<file path="config.mk">
export PLATFORM = sky130hd
export DESIGN_NAME = midi_clock_bpm_tracker_top
export DESIGN_NICKNAME = d
export VERILOG_FILES = /design/src/hdl/mcbt_pkg.sv /design/src/hdl/mcbt_sdiv.sv /design/src/hdl/midi_clock_bpm_tracker_top.sv
export SDC_FILE = /design/constraint.sdc
export NUM_CORES = 1
export LEC_CHECK = 0
export BUFFER_PORTS_ARGS = -buffer_cell sky130_fd_sc_hd__buf_2
export CORE_ASPECT_RATIO = 1.25
export CORE_UTILIZATION = 60
export CTS_CLUSTER_SIZE = 40
export DETAILED_ROUTE_END_ITERATION = 6
export PLACE_DENSITY = 0.76
export SLEW_MARGIN = 20
export SYNTH_ARGS = -nofsm -noshare
export SYNTH_HDL_FRONTEND = slang
export SYNTH_SLANG_ARGS = --single-unit
</file>
<file path="constraint.sdc">
create_clock -name i_clk -period 8.05 [get_ports i_clk]
set_input_delay 1.61 -clock i_clk [delete_from_list [all_inputs] [get_ports i_clk]]
set_output_delay 1.61 -clock i_clk [all_outputs]
set_load 0.005 [all_outputs]
</file>
<file path="src/hdl/mcbt_pkg.sv">
// shared constants, codes and types for the midi clock tempo tracker
`timescale 1ns / 1ps
package mcbt_pkg;

    // default values of the top level parameters
    localparam int TIME_BITS_DEF = 32;
    localparam int FRAC_BITS_DEF = 8;
    localparam int TPQ_DEF       = 24;

    // fixed field widths
    localparam int TEMPO_W    = 23;
    localparam int DELTA_W    = 22;
    localparam int WEIGHT_W   = 17;
    localparam int REQ_W      = 2;
    localparam int TS_W       = 32;
    localparam int CFG_IDX_W  = 2;
    localparam int OUT_DATA_W = 32;

    localparam logic [63:0] US_PER_MINUTE = 64'd60000000;
    localparam logic [WEIGHT_W-1:0] WEIGHT_ONE = 17'd65536;

    // register reset values
    localparam logic [DELTA_W-1:0]  MIN_DELTA_RST = 22'd1000;
    localparam logic [DELTA_W-1:0]  MAX_DELTA_RST = 22'd2000000;
    localparam logic [WEIGHT_W-1:0] SMOOTH_RST    = 17'd3277;

    // request codes
    localparam logic [REQ_W-1:0] REQ_TICK  = 2'd0;
    localparam logic [REQ_W-1:0] REQ_START = 2'd1;
    localparam logic [REQ_W-1:0] REQ_STOP  = 2'd2;

    // configuration register indexes
    localparam logic [CFG_IDX_W-1:0] CFG_MIN_DELTA = 2'd0;
    localparam logic [CFG_IDX_W-1:0] CFG_MAX_DELTA = 2'd1;
    localparam logic [CFG_IDX_W-1:0] CFG_SMOOTHING = 2'd2;

    typedef enum logic [2:0] {
        ST_IDLE,
        ST_DIV,
        ST_DIFF,
        ST_MUL,
        ST_SUM,
        ST_DONE
    } t_state;

endpackage

</file>
<file path="src/hdl/mcbt_sdiv.sv">
// bit-serial restoring divider of a constant dividend by the tick interval
`timescale 1ns / 1ps
module mcbt_sdiv #(
    parameter int          DIV_W    = mcbt_pkg::TIME_BITS_DEF,
    parameter int          DVD_W    = 30,
    parameter logic [63:0] DIVIDEND = 64'd640000000
) (
    input  logic                         i_clk,
    input  logic                         i_rst_n,
    input  logic                         i_start,
    input  logic [DIV_W-1:0]             i_divisor,
    output logic                         o_done,
    output logic [mcbt_pkg::TEMPO_W-1:0] o_quotient
);
    import mcbt_pkg::*;

    localparam int CNT_W = (DVD_W > 1) ? $clog2(DVD_W) : 1;

    logic               r_busy;
    logic               r_done;
    logic [CNT_W-1:0]   r_cnt;
    logic [DVD_W-1:0]   r_dvd;
    logic [DIV_W-1:0]   r_rem;
    logic [DIV_W-1:0]   r_den;
    logic [TEMPO_W-1:0] r_quo;
    logic               r_ovf;

    logic [DIV_W:0]     rem_sh;
    logic [DIV_W:0]     rem_sub;
    logic               q_bit;

    // one dividend bit enters the partial remainder per cycle
    always_comb begin
        rem_sh  = {r_rem, r_dvd[DVD_W-1]};
        rem_sub = rem_sh - {1'b0, r_den};
        q_bit   = rem_sh >= {1'b0, r_den};
    end

    always_ff @(posedge i_clk) begin
        if (!i_rst_n) begin
            r_busy <= 1'b0;
            r_done <= 1'b0;
            r_cnt  <= '0;
        end else begin
            r_done <= 1'b0;
            if (i_start) begin
                r_busy <= 1'b1;
                r_cnt  <= CNT_W'(DVD_W - 1);
            end else if (r_busy) begin
                r_cnt <= r_cnt - 1'b1;
                if (r_cnt == '0) begin
                    r_busy <= 1'b0;
                    r_done <= 1'b1;
                end
            end
        end
    end

    always_ff @(posedge i_clk) begin
        if (i_start) begin
            r_dvd <= DIVIDEND[DVD_W-1:0];
            r_rem <= '0;
            r_den <= i_divisor;
            r_quo <= '0;
            r_ovf <= 1'b0;
        end else if (r_busy) begin
            r_dvd <= {r_dvd[DVD_W-2:0], 1'b0};
            r_rem <= q_bit ? rem_sub[DIV_W-1:0] : rem_sh[DIV_W-1:0];
            // a bit pushed out of the top means the tempo saturates
            r_ovf <= r_ovf | r_quo[TEMPO_W-1];
            r_quo <= {r_quo[TEMPO_W-2:0], q_bit};
        end
    end

    assign o_done     = r_done;
    assign o_quotient = r_ovf ? {TEMPO_W{1'b1}} : r_quo;

endmodule

</file>
<file path="src/hdl/midi_clock_bpm_tracker_top.sv">
// midi clock tempo tracker: tick interval check, serial divide and serial averaging
// path: start, stop, ignored, first and rejected ticks go from idle to the done state, then to the output register
// path: a tick that updates the tempo goes through the divide, difference, multiply, sum and done states,
//   using the bit-serial divider (one quotient bit a cycle) and the 17-step weight multiply
// flow: one item at a time; a new item is taken only in idle, after the last result is loaded for output
// reset: synchronous active low; tempo and timing cleared, registers at their defaults
`timescale 1ns / 1ps
module midi_clock_bpm_tracker_top #(
    parameter int TIME_BITS         = mcbt_pkg::TIME_BITS_DEF,
    parameter int FRAC_BITS         = mcbt_pkg::FRAC_BITS_DEF,
    parameter int TICKS_PER_QUARTER = mcbt_pkg::TPQ_DEF
) (
    input  logic                            i_clk,
    input  logic                            i_rst_n,
    // configuration write port
    input  logic                            i_cfg_we,
    input  logic [mcbt_pkg::CFG_IDX_W-1:0]  i_cfg_idx,
    input  logic [mcbt_pkg::DELTA_W-1:0]    i_cfg_data,
    // input items
    input  logic                            s_axis_tvalid,
    output logic                            s_axis_tready,
    input  logic [mcbt_pkg::TS_W-1:0]       s_axis_tdata,   // [31:0] timestamp_us
    input  logic [mcbt_pkg::REQ_W-1:0]      s_axis_tuser,   // [1:0] req_type
    // result items
    output logic                            m_axis_tvalid,
    input  logic                            m_axis_tready,
    // [22:0] bpm_q8, [23] bpm_shown, [24] anomaly, [25] playing, [31:26] zero
    output logic [mcbt_pkg::OUT_DATA_W-1:0] m_axis_tdata
);
    import mcbt_pkg::*;

    localparam logic [63:0] DIVIDEND = (US_PER_MINUTE << FRAC_BITS) / TICKS_PER_QUARTER;
    localparam int DVD_W  = $clog2(DIVIDEND + 1);
    localparam int CMP_W  = (TIME_BITS > DELTA_W) ? TIME_BITS : DELTA_W;
    localparam int DIFF_W = TEMPO_W + 1;
    localparam int ACC_W  = DIFF_W + WEIGHT_W + 1;
    localparam int MCNT_W = $clog2(WEIGHT_W);
    localparam int PAD_W  = OUT_DATA_W - TEMPO_W - 3;

    // configuration
    logic [DELTA_W-1:0]  r_min_delta;
    logic [DELTA_W-1:0]  r_max_delta;
    logic [WEIGHT_W-1:0] r_smooth;

    // timing state
    logic [TIME_BITS-1:0] r_last;
    logic                 r_have;
    logic [TEMPO_W-1:0]   r_tempo;
    logic                 r_run;
    logic                 r_anom;

    t_state r_state;
    t_state n_state;

    // averaging datapath
    logic signed [DIFF_W-1:0] r_diff;
    logic [WEIGHT_W-1:0]      r_w;
    logic signed [ACC_W-1:0]  r_acc;
    logic [MCNT_W-1:0]        r_mcnt;

    // output register
    logic                  r_m_valid;
    logic [OUT_DATA_W-1:0] r_m_data;

    logic                 in_fire;
    logic                 out_load;
    logic                 div_start;
    logic                 div_done;
    logic [TEMPO_W-1:0]   div_quo;
    logic [TIME_BITS-1:0] now;
    logic [TIME_BITS-1:0] delta;
    logic                 delta_bad;
    logic                 tick_good;
    logic [WEIGHT_W-1:0]  w_sat;
    logic                 mul_last;
    logic [DIFF_W:0]      tempo_sum;

    always_comb begin
        now       = TIME_BITS'(s_axis_tdata);
        delta     = now - r_last;
        delta_bad = (delta == '0)
                 || (CMP_W'(delta) > CMP_W'(r_max_delta))
                 || (CMP_W'(delta) < CMP_W'(r_min_delta));
        tick_good = (s_axis_tuser == REQ_TICK) && r_run && r_have && !delta_bad;
        w_sat     = (r_smooth > WEIGHT_ONE) ? WEIGHT_ONE : r_smooth;
        mul_last  = r_mcnt == MCNT_W'(WEIGHT_W - 1);
        // tempo + floor(diff * w / 65536)
        tempo_sum = {2'b00, r_tempo} + (DIFF_W + 1)'(r_acc >>> 16);
    end

    // next state
    always_comb begin
        n_state = r_state;
        unique case (r_state)
            ST_IDLE: if (s_axis_tvalid) n_state = tick_good ? ST_DIV : ST_DONE;
            ST_DIV:  if (div_done) n_state = ST_DIFF;
            ST_DIFF: n_state = ST_MUL;
            ST_MUL:  if (mul_last) n_state = ST_SUM;
            ST_SUM:  n_state = ST_DONE;
            ST_DONE: if (!r_m_valid || m_axis_tready) n_state = ST_IDLE;
            default: n_state = ST_IDLE;
        endcase
    end

    // control strobes
    always_comb begin
        s_axis_tready = 1'b0;
        out_load      = 1'b0;
        unique case (r_state)
            ST_IDLE: s_axis_tready = 1'b1;
            ST_DONE: out_load = !r_m_valid || m_axis_tready;
            default: ;
        endcase
        in_fire   = s_axis_tvalid && s_axis_tready;
        div_start = in_fire && tick_good;
    end

    always_ff @(posedge i_clk) begin
        if (!i_rst_n) begin
            r_state <= ST_IDLE;
        end else begin
            r_state <= n_state;
        end
    end

    always_ff @(posedge i_clk) begin
        if (!i_rst_n) begin
            r_min_delta <= MIN_DELTA_RST;
            r_max_delta <= MAX_DELTA_RST;
            r_smooth    <= SMOOTH_RST;
        end else if (i_cfg_we) begin
            unique case (i_cfg_idx)
                CFG_MIN_DELTA: r_min_delta <= i_cfg_data;
                CFG_MAX_DELTA: r_max_delta <= i_cfg_data;
                CFG_SMOOTHING: r_smooth    <= i_cfg_data[WEIGHT_W-1:0];
                default: ;
            endcase
        end
    end

    // item decode and timing state
    always_ff @(posedge i_clk) begin
        if (!i_rst_n) begin
            r_last  <= '0;
            r_have  <= 1'b0;
            r_tempo <= '0;
            r_run   <= 1'b0;
            r_anom  <= 1'b0;
        end else if (in_fire) begin
            r_anom <= 1'b0;
            case (s_axis_tuser)
                REQ_TICK: begin
                    if (r_run) begin
                        if (r_have && delta_bad) begin
                            r_last  <= '0;
                            r_have  <= 1'b0;
                            r_tempo <= '0;
                            r_run   <= 1'b0;
                            r_anom  <= 1'b1;
                        end else begin
                            r_last <= now;
                            r_have <= 1'b1;
                        end
                    end
                end
                REQ_START: r_run <= 1'b1;
                REQ_STOP: begin
                    r_last  <= '0;
                    r_have  <= 1'b0;
                    r_tempo <= '0;
                    r_run   <= 1'b0;
                end
                default: ;
            endcase
        end else if (r_state == ST_SUM) begin
            r_tempo <= tempo_sum[TEMPO_W-1:0];
        end
    end

    // serial multiply of (inst - tempo) by the weight, weight msb first
    always_ff @(posedge i_clk) begin
        if (r_state == ST_DIFF) begin
            r_diff <= $signed({1'b0, div_quo}) - $signed({1'b0, r_tempo});
            r_w    <= w_sat;
            r_acc  <= '0;
            r_mcnt <= '0;
        end else if (r_state == ST_MUL) begin
            r_acc  <= (r_acc <<< 1) + (r_w[WEIGHT_W-1] ? ACC_W'(r_diff) : '0);
            r_w    <= {r_w[WEIGHT_W-2:0], 1'b0};
            r_mcnt <= r_mcnt + 1'b1;
        end
    end

    always_ff @(posedge i_clk) begin
        if (!i_rst_n) begin
            r_m_valid <= 1'b0;
        end else if (out_load) begin
            r_m_valid <= 1'b1;
        end else if (m_axis_tready) begin
            r_m_valid <= 1'b0;
        end
    end

    always_ff @(posedge i_clk) begin
        if (out_load) begin
            r_m_data <= {{PAD_W{1'b0}}, r_run, r_anom, r_tempo != '0, r_tempo};
        end
    end

    assign m_axis_tvalid = r_m_valid;
    assign m_axis_tdata  = r_m_data;

    mcbt_sdiv #(
        .DIV_W    (TIME_BITS),
        .DVD_W    (DVD_W),
        .DIVIDEND (DIVIDEND)
    ) u_sdiv (
        .i_clk      (i_clk),
        .i_rst_n    (i_rst_n),
        .i_start    (div_start),
        .i_divisor  (delta),
        .o_done     (div_done),
        .o_quotient (div_quo)
    );

`ifndef ASSERT_OFF
    a_shown_matches: assert property (@(posedge i_clk) disable iff (!i_rst_n)
        m_axis_tvalid |-> (m_axis_tdata[TEMPO_W] == (m_axis_tdata[TEMPO_W-1:0] != '0)))
        else $error("bpm_shown disagrees with tempo");
    a_anomaly_clears: assert property (@(posedge i_clk) disable iff (!i_rst_n)
        (m_axis_tvalid && m_axis_tdata[TEMPO_W+1])
        |-> (!m_axis_tdata[TEMPO_W+2] && m_axis_tdata[TEMPO_W-1:0] == '0))
        else $error("anomaly item still shows tempo or playing");
    a_stop_clears: assert property (@(posedge i_clk) disable iff (!i_rst_n)
        (in_fire && s_axis_tuser == REQ_STOP) |=> (r_tempo == '0 && !r_run && !r_have))
        else $error("stop did not clear timing");
    a_div_done_state: assert property (@(posedge i_clk) disable iff (!i_rst_n)
        div_done |-> r_state == ST_DIV)
        else $error("divider finished outside divide state");
    a_diff_after_div: assert property (@(posedge i_clk) disable iff (!i_rst_n)
        r_state == ST_DIFF |-> $past(div_done))
        else $error("average started without a quotient");
`endif

endmodule
</file>
==> results.json, run 1 <==
{
  "synth_fa_ha_area_share_pct": 11.9,
  "yosys.area.top_type": "dfxtp_1",
  "cts_tree": "done",
  "synth_top_family_by_area": "compound AO/OA/AOI/OAI gates",
  "cts_inserted_buffers": 38,
  "rsz0062_at_grt": "false",
  "grt_max_degree": 113,
  "ioPinCount": 97,
  "grt_overflow": 0,
  "htreeDepth": 2,
  "max_stage_delay_ns": 0.44,
  "timing.rr.start": "r_last[0]$_SDFFE_PN0P_",
  "fin_util_pct": 67.7,
  "crit_start": "s_axis_tdata[0]",
  "ant_nets": 0,
  "clock-sinks": 346,
  "worst-path-max-fanout": 112,
  "maxSlewViolCount": 0,
  "ctsResizeCount": 0,
  "worstSetupEndpoint": "u_sdiv.r_den[31]$_DFFE_PP_",
  "hold_slack_ns": 0.444,
  "post-route-drc-count": 0,
  "power-per-cell-area_nw_per_um2": 238,
  "fin_nets": 2755,
  "final_common_cell": "nand2_1",
  "max_freq_mhz": 149,
  "rr_worst_depth": 21,
  "firstDrtPassIters": 5,
  "coreArea_um2": 34800,
  "synth_xor_area_share_pct": 4.83,
  "required_ns": 8.23,
  "start_util_pct": 61.5,
  "critPathCaptureType": "flip-flop",
  "drt_iter0_markers": 1028,
  "die_area_um2": 36400,
  "routedWlPerCell_um": 17.9,
  "finalSetupViolCount": 0,
  "vias": 17900,
  "diodes": 0,
  "first_global_vias": 17400,
  "avgSynthCellArea_um2": 8.78,
  "synth_area_leaders": "dfxtp_1 23%, edfxtp_1 14%, ha_1 11%",
  "path_cells": "buf_2 -> inv_1 -> ha_1 -> inv_1 -> fa_1 -> a211oi_1 -> o21ai_2 -> nand2_1 -> o21ai_0 -> a311oi_1 -> xnor2_1 -> ha_1 -> nand4_1 -> nor3_1 -> o21ai_0 -> a21oi_1 -> o22ai_1 -> nor4_2 -> nand3b_1 -> a2111oi_1 -> nor4b_4 -> and3b_4 -> buf_12",
  "chipHeight_um": 213,
  "total_power_mw": 5.60,
  "worstMarginPinSlew_ns": 1.14,
  "async_flop_share_pct": 0,
  "layout-drive-gt1-share_pct": 9.09,
  "dpl_cell_area_um2": 22200,
  "via_per_inst": 5.98,
  "ys_seq_elements": 346,
  "muxShareOfSynthArea_pct": 2.62,
  "worstSkewPairLatency_ns": 0.55,
  "grt_pass1_wl_mm": 86.5,
  "outcome": "complete, no violations",
  "hp-class": "flip-flop to flip-flop",
  "layout_common_cells": "282 x nand2_1, 246 x dfxtp_1, 196 x ha_1, 183 x inv_1, 178 x nor2_1",
  "stdcell_count": 2988,
  "ys.flop_type": "dfxtp_1",
  "placed_cells": 2918,
  "dp_hpwl_mm": 39.2,
  "cts_hold_buf": 0,
  "final_cell_area_um2": 23600,
  "synth.distinct_cells": 89,
  "postCtsSetupRepairBufs": 0,
  "io_buffers": 90,
  "drv_cap": 0,
  "syn_inst": 2436,
  "fin_skew_ns": 0.0189,
  "peakVddDrop_uv": 185,
  "final_hold_viol_count": 0,
  "synthSimpleGateAreaFrac_pct": 18.0,
  "leakage_nw": 9.68,
  "yosys_warnings": 0,
  "rrSetupSlack_ns": 2.21,
  "fin_tns_setup_ns": 0,
  "crit_path_start_kind": "primary input",
  "rows": 76,
  "synth_top_area_share_pct": 23.1,
  "netlist_area_um2": 21400,
  "fin_ws_ns": 1.32,
  "grt_use_total_pct": 29.8,
  "seq_area_frac_synth_pct": 37.0,
  "synth_compound_area_share_pct": 20.3,
  "routed_wl_mm": 53.6,
  "cts_max_path_buffers": 3,
  "place_ws_ns": 0.797,
  "synth_edf_count": 99,
  "arrival_ns": 6.91,
  "area_growth_syn_to_layout_pct": 10.1,
  "fin_crit_ns": 6.73,
  "grt_antenna_before_repair": 0,
  "worstSetupPathType": "primary input to flip-flop",
  "path_clk_slew_ns": 0.06,
  "cpMaxStageDelayCell": "nor4b_4",
  "relSlewSlack_pct": 24.2,
  "fin_crit_sh_pct": 83.7,
  "die_x_um": 171,
  "timing.rr.end": "u_sdiv.r_den[31]$_DFFE_PP_",
  "gp_congestion": 0.966,
  "root_buffer": "clkbuf_16"
}
[state kept, by name (all words and copies together), names as in the netlist, 3 cells and up]
signal and cells:
r_w 17, r_state 3, u_sdiv.r_den 32, m_axis_tdata 26, u_sdiv.r_dvd 17, r_mcnt 5, r_min_delta 22, r_diff 24
r_acc 39, u_sdiv.r_quo 23, u_sdiv.r_rem 32, r_tempo 23, r_smooth 17, r_last 32, r_max_delta 22, u_sdiv.r_cnt 5
[synthesized netlist by cell type (35+ instances only)]
cell type  count
nand2_1      282
clkbuf_1      75
and2_1        35
a21oi_1      129
dfxtp_1      247
a211oi_1      36
xnor2_1       67
a21boi_0      47
a22o_1        46
a21o_1        64
nor3_1        64
nor2_1       180
inv_1        183
ha_1         196
edfxtp_1      99
xor2_1        51
nand3_1       49
mux2i_1       56
o21ai_0       99
[where the power goes]
group | total, mW | switching (mW) | internal, mW
clock network | 1.86 | 0.730 | 1.13
registers | 2.17 | 0.155 | 2.02
logic | 1.57 | 0.941 | 0.629
[metal layers]
metal	GRT usage, %	up-vias	wire [um]
li1	-	8810	-
met1	33.0	8426	20900
met2	54.1	460	27300
met3	4.04	166	2300
met4	17.6	0	3120
met5	0	-	0
[cell type report]
cell class	count	area (um^2)
timing repair buffer	110	633
clock buffer	50	1100
inverter	185	694
tap	468	586
multi-input combinational	1810	12400
fill	2858	11200
clock inverter	19	239
sequential	346	7920
[cell families (layout without fill, tap and decap cells)]
logic type	Yosys count	in the layout
buffers and inverters	285	364
AND/OR/NAND/NOR	802	802
XOR/XNOR	118	118
AO/OA/AOI/OAI	627	627
other	1	6
multiplexers	56	56
flip-flops	346	346
adder cells (fa/ha/maj)	201	201
[critical path, delay by kind of cell]
family | cells | cell delay (ns)
buf+inv | 4 | 0.59
fa+ha+maj | 3 | 1.00
simple gates | 7 | 1.59
compound gates | 8 | 1.76
xor+xnor | 1 | 0.25
[worst min path at each step]
| stage | start | to | cells past startpoint |
|---|---|---|---|
| detailed placement | r_anom$_SDFFE_PN0P_ | m_axis_tdata[24]$_DFFE_PP_ | 0 |
| CTS | r_anom$_SDFFE_PN0P_ | m_axis_tdata[24]$_DFFE_PP_ | 0 |
| global route | r_anom$_SDFFE_PN0P_ | m_axis_tdata[24]$_DFFE_PP_ | 0 |
| global placement | r_anom$_SDFFE_PN0P_ | m_axis_tdata[24]$_DFFE_PP_ | 0 |
| finish | r_anom$_SDFFE_PN0P_ | m_axis_tdata[24]$_DFFE_PP_ | 0 |
| floorplan | r_anom$_SDFFE_PN0P_ | m_axis_tdata[24]$_DFFE_PP_ | 0 |
Power figures use the tool's default switching activity.
==> inputs of run 2 (changes only) <==
==> constraint.sdc (replaced) <==
create_clock -name i_clk -period 6.35 [get_ports i_clk]
set_input_delay 1.27 -clock i_clk [delete_from_list [all_inputs] [get_ports i_clk]]
set_output_delay 1.27 -clock i_clk [all_outputs]
set_load 0.005 [all_outputs]
==> results.json, run 2 (same netlist as run 1, synthesis figures left out) <==
{
  "outcome": "finished, violations left",
  "violations": "design-rule violations",
  "area_growth_syn_to_layout_pct": 11.0,
  "dp_hpwl_mm": 40.0,
  "peakVddDrop_uv": 198,
  "fin_crit_ns": 5.90,
  "crit_path_start_kind": "primary input",
  "cts_tree": "done",
  "finalSetupViolCount": 0,
  "seqPwrFrac_pct": 38.9,
  "fin_crit_sh_pct": 92.9,
  "cts_max_path_buffers": 3,
  "critPathCaptureType": "flip-flop",
  "required_ns": 6.58,
  "top_register": "r_acc",
  "coreArea_um2": 34800,
  "worstSetupPathType": "primary input to flip-flop",
  "hp-start": "r_anom$_SDFFE_PN0P_",
  "rr_worst_depth": 21,
  "stdcell_count": 3010,
  "switching_share_pct": 32.9,
  "fin_skew_ns": 0.0155,
  "grt_overflow": 0,
  "relSlewSlack_pct": 27.4,
  "fin_tns_setup_ns": 0,
  "ant_nets": 0,
  "rsz0062_at_grt": "false",
  "htreeDepth": 2,
  "vias": 18000,
  "fin_nets": 2775,
  "rows": 76,
  "p_clk_share_pct": 33.2,
  "largest_reg_flops": 39,
  "grt_pass1_wl_mm": 86.9,
  "p_int_mw": 4.77,
  "start_util_pct": 61.5,
  "hp-class": "flip-flop to flip-flop",
  "layout-drive-gt1-share_pct": 10.0,
  "holdPathStages": 0,
  "worstSkewPairLatency_ns": 0.55,
  "p_comb_share_pct": 27.9,
  "timing.rr.start": "r_last[0]$_SDFFE_PN0P_",
  "grt_use_total_pct": 30.1,
  "routed_wl_mm": 53.9,
  "chipHeight_um": 213,
  "timing.rr.end": "u_sdiv.r_den[28]$_DFFE_PP_",
  "final_common_cell": "nand2_1",
  "ioPinCount": 97,
  "leakage_nw": 9.79,
  "path_clk_slew_ns": 0.06,
  "num-fill-cells": 2895,
  "cts_hold_buf": 0,
  "clock-sinks": 346,
  "die_x_um": 171,
  "post-route-drc-count": 1,
  "p_sw_mw": 2.33,
  "drv_cap": 0,
  "grt_antenna_before_repair": 1,
  "firstDrtPassIters": 7,
  "die_area_um2": 36400,
  "grt_max_degree": 82,
  "worst-path-max-fanout": 43,
  "final_hold_viol_count": 0,
  "maxSlewViolCount": 0,
  "root_buffer": "clkbuf_16",
  "via_per_inst": 5.99,
  "rrSetupSlack_ns": 1.01,
  "drt_iter0_markers": 1049,
  "power-per-cell-area_nw_per_um2": 299,
  "cts_inserted_buffers": 38,
  "gp_congestion": 1.00,
  "worstMarginPinSlew_ns": 1.09,
  "placed_cells": 2938,
  "io_buffers": 90,
  "arrival_ns": 6.13,
  "layout_common_cells": "282 x nand2_1, 246 x dfxtp_1, 196 x ha_1, 183 x inv_1, 178 x nor2_1",
  "routedWlPerCell_um": 17.9,
  "max_freq_mhz": 169,
  "hold-path-endpoint": "m_axis_tdata[24]$_DFFE_PP_",
  "first_global_vias": 17600
}
## run 2: changes by cell type in the layout (fill, tap and decap cells not counted), moves of 2 or more
cell,delta
clkbuf_16,-2
buf_12,+4
buf_4,+17
inv_6,+3
clkinv_2,+2
clkinv_4,-3
clkbuf_1,-3
clkbuf_8,+5
## run 2: repair_timing
| action | 4_1_cts | 5_1_grt |
|---|---|---|
| resized for setup | 0 | 1 |
| buffers inserted | 0 | 1 |
| setup endpoints to repair | 0 | 101 |
## run 2: final cells by class
class	instances	area (um^2)	area share, %
antenna	1	2.50	0.0105
clock buffer	50	1110	4.67
clock inverter	20	233	0.980
inverter	185	694	2.92
multi-input combinational	1810	12400	52.2
sequential	346	7920	33.3
tap	468	586	2.47
timing repair buffer	130	813	3.42
## run 2: worst max path at each step
stage / start / to / cells after the start
final: s_axis_tdata[0] / u_sdiv.r_den[28]$_DFFE_PP_ / 23
after global routing: s_axis_tdata[0] / r_last[6]$_SDFFE_PN0P_ / 24
after CTS: s_axis_tdata[0] / r_last[27]$_SDFFE_PN0P_ / 23
after detailed placement: s_axis_tdata[0] / r_last[20]$_SDFFE_PN0P_ / 23
after global placement: s_axis_tdata[0] / r_last[30]$_SDFFE_PN0P_ / 23
after floorplan: s_axis_tdata[0] / u_sdiv.r_den[0]$_DFFE_PP_ / 23
## run 2: metal layers
metal  global-route usage, %  vias to the layer above  routed length [um]
li1                        -                     8851                   -
met1                    32.3                     8518               20700
met2                    55.9                      493               27700
met3                    3.58                      182                2150
met4                    18.3                        0                3340
met5                       0                        -                   0
## run 2: critical path, cell delays in order
cell       delay [ns]
buf_2            0.11
inv_1            0.05
ha_1             0.16
inv_1            0.06
fa_1             0.39
a211oi_1         0.36
o21ai_2          0.14
nand2_1          0.13
o21ai_0          0.13
a311oi_1         0.35
xnor2_1          0.21
ha_1             0.36
nand4_1          0.11
nor3_1           0.18
o21ai_0          0.11
a21oi_1          0.14
o22ai_1          0.14
nor4_2           0.32
nand3b_1         0.11
a2111oi_1        0.42
nor4b_4          0.32
and3b_4          0.29
buf_12           0.24
## run 2: power by group through the flow
| stage | Clock (mW) | Sequential (mW) | Combinational [mW] |
|---|---|---|---|
| 5_1_grt | 2.48 | 2.79 | 2.20 |
| 6_report | 2.36 | 2.76 | 1.98 |
| 2_1_floorplan | 0 | 2.71 | 1.50 |
| 3_5_place_dp | 0 | 2.80 | 1.95 |
| 3_3_place_gp | 0 | 2.80 | 1.88 |
| 4_1_cts | 2.39 | 2.76 | 1.96 |
## run 2: per-stage QoR
| stage | setup slack, ns | power, mW | utilization (%) | hold slack [ns] | cell area [um^2] |
|---|---|---|---|---|---|
| after CTS | 0.295 | 7.11 | 68.2 | 0.424 | 23700 |
| final | 0.450 | 7.10 | 68.2 | 0.423 | 23800 |
| after detailed placement | -0.228 | 4.75 | 64.3 | 0.415 | 22400 |
| after global routing | 0.0192 | 7.47 | 68.2 | 0.447 | 23800 |
| after global placement | -0.0149 | 4.68 | 64.3 | 0.421 | 22400 |
| after floorplan | 0.216 | 4.20 | - | 0.408 | 21400 |
==> inputs of run 3 (changes only) <==
--- a/config.mk
+++ b/config.mk
@@ -5,12 +5,13 @@
 export SDC_FILE = /design/constraint.sdc
 export NUM_CORES = 1
 export LEC_CHECK = 0
-export BUFFER_PORTS_ARGS = -buffer_cell sky130_fd_sc_hd__buf_2
 export CORE_ASPECT_RATIO = 1.25
 export CORE_UTILIZATION = 60
 export CTS_CLUSTER_SIZE = 40
 export DETAILED_ROUTE_END_ITERATION = 6
-export PLACE_DENSITY = 0.76
+export DONT_BUFFER_PORTS = 1
+export GPL_ROUTABILITY_DRIVEN = 0
+export PLACE_DENSITY = 0.74
 export SLEW_MARGIN = 20
 export SYNTH_ARGS = -nofsm -noshare
 export SYNTH_HDL_FRONTEND = slang
==> results.json, run 3 (same netlist as run 1, synthesis figures left out) <==
{
  "rsz0062_at_grt": "false",
  "grt_max_degree": 107,
  "fin_crit_sh_pct": 93.0,
  "ioPinCount": 97,
  "leakage_nw": 9.34,
  "outcome": "complete, no violations",
  "fin_tns_setup_ns": 0,
  "start_util_pct": 61.5,
  "num-fill-cells": 2942,
  "worstSetupPathType": "primary input to flip-flop",
  "cpMaxStageDelayCell": "or4_1",
  "htreeDepth": 2,
  "diodes": 0,
  "final_cell_area_um2": 23100,
  "fin_skew_ns": 0.0232,
  "routed_wl_mm": 52.8,
  "final_hold_viol_count": 0,
  "fin_crit_ns": 5.91,
  "via_per_inst": 6.06,
  "cts_hold_buf": 0,
  "die_area_um2": 36400,
  "routedWlPerCell_um": 18.2,
  "peakVddDrop_uv": 209,
  "post-route-drc-count": 0,
  "top_register": "r_acc",
  "postCtsSetupRepairBufs": 0,
  "dpl_cell_area_um2": 21800,
  "clock-sinks": 346,
  "max_stage_delay_ns": 0.51,
  "cts_max_path_buffers": 3,
  "coreArea_um2": 34800,
  "die_x_um": 171,
  "first_global_vias": 17300,
  "root_buffer": "clkbuf_16",
  "critPathCaptureType": "flip-flop",
  "worst-path-max-fanout": 52,
  "hp-class": "flip-flop to flip-flop",
  "fin_nets": 2676,
  "arrival_ns": 6.12,
  "multiInputGateArea_um2": 12400,
  "ctsResizeCount": 0,
  "drt_iter0_markers": 1053,
  "crit_path_start_kind": "primary input",
  "rows": 76,
  "chipHeight_um": 213,
  "total_power_mw": 6.90,
  "area_growth_syn_to_layout_pct": 8.19,
  "drv_cap": 0,
  "io_buffers": 0,
  "path_cells": "inv_1 -> ha_1 -> inv_1 -> fa_1 -> a211oi_2 -> o21ai_2 -> nand2_1 -> or4_1 -> a32o_1 -> ha_1 -> nand4_1 -> nor3_1 -> and3b_1 -> a31o_2 -> a21oi_1 -> nor4_2 -> nand3b_1 -> a2111oi_1 -> nor4b_4 -> and3b_4 -> buf_12",
  "worstMarginPinSlew_ns": 1.05,
  "max_freq_mhz": 169,
  "cts_inserted_buffers": 38,
  "grt_overflow": 0,
  "maxSlewViolCount": 0,
  "final_common_cell": "nand2_1",
  "grt_use_total_pct": 29.5,
  "grt_antenna_before_repair": 0,
  "required_ns": 6.57,
  "ant_nets": 0,
  "layout-drive-gt1-share_pct": 6.02,
  "grt_pass1_wl_mm": 85.3,
  "vias": 17600,
  "dp_hpwl_mm": 38.8,
  "finalSetupViolCount": 0,
  "largest_reg_flops": 39,
  "hold_slack_ns": 0.455,
  "relSlewSlack_pct": 30.2,
  "layout_common_cells": "282 x nand2_1, 246 x dfxtp_1, 196 x ha_1, 183 x inv_1, 178 x nor2_1",
  "cts_tree": "done",
  "firstDrtPassIters": 6,
  "seq_area_um2": 7920,
  "worstSkewPairLatency_ns": 0.55,
  "path_clk_slew_ns": 0.06,
  "power-per-cell-area_nw_per_um2": 298
}
[run 3: area by class of cell]
| type | instances | area share, % |
|---|---|---|
| clock buffers | 57 | 4.86 |
| clock inverters | 12 | 0.616 |
| inverters | 185 | 3.00 |
| multi-input cells | 1810 | 53.5 |
| flip-flops and latches | 346 | 34.2 |
| well taps | 468 | 2.53 |
| repair buffers | 31 | 1.23 |
[run 3: critical path, delay by kind of cell]
| family | cells | cell delay [ns] |
|---|---|---|
| buf+inv | 3 | 0.34 |
| simple gates | 9 | 2.50 |
| fa+ha+maj | 3 | 0.83 |
| compound gates | 6 | 1.19 |
[run 3: final timing paths]
check	endpoint	depth (start not counted)	from	slack, ns
hold / removal	r_acc[5]$_SDFFE_PP0P_	2	r_acc[5]$_SDFFE_PP0P_	0.45
setup / recovery	u_sdiv.r_den[31]$_DFFE_PP_	21	s_axis_tdata[0]	0.44
setup reg to reg	u_sdiv.r_den[31]$_DFFE_PP_	20	r_last[1]$_SDFFE_PN0P_	0.83
hold reg to reg	r_acc[5]$_SDFFE_PP0P_	2	r_acc[5]$_SDFFE_PP0P_	0.45
[run 3: power by group]
part | leakage (nW) | total, mW | internal [mW] | switching [mW]
sequential | 2.87 | 2.77 | 2.56 | 0.207
clock | 0.619 | 2.25 | 1.35 | 0.906
combinational | 5.86 | 1.88 | 0.770 | 1.11
[run 3: routing by layer]
metal	share of wire (%)	global-route usage, %	vias to the layer above
li1	-	-	8665
met1	39	31.9	8271
met2	50	53.1	472
met3	3.9	4.13	211
met4	7.1	20.1	0
met5	0	0	-
[run 3: stage by stage]
step | utilization, % | setup WS [ns] | std cells
detailed placement | 62.8 | -0.153 | 2839
CTS | 66.4 | 0.381 | 2908
floorplan | - | 0.216 | 2441
global placement | 62.7 | 0.0222 | 2838
global route | 66.5 | 0.127 | 2909
finish | 66.5 | 0.443 | 2909
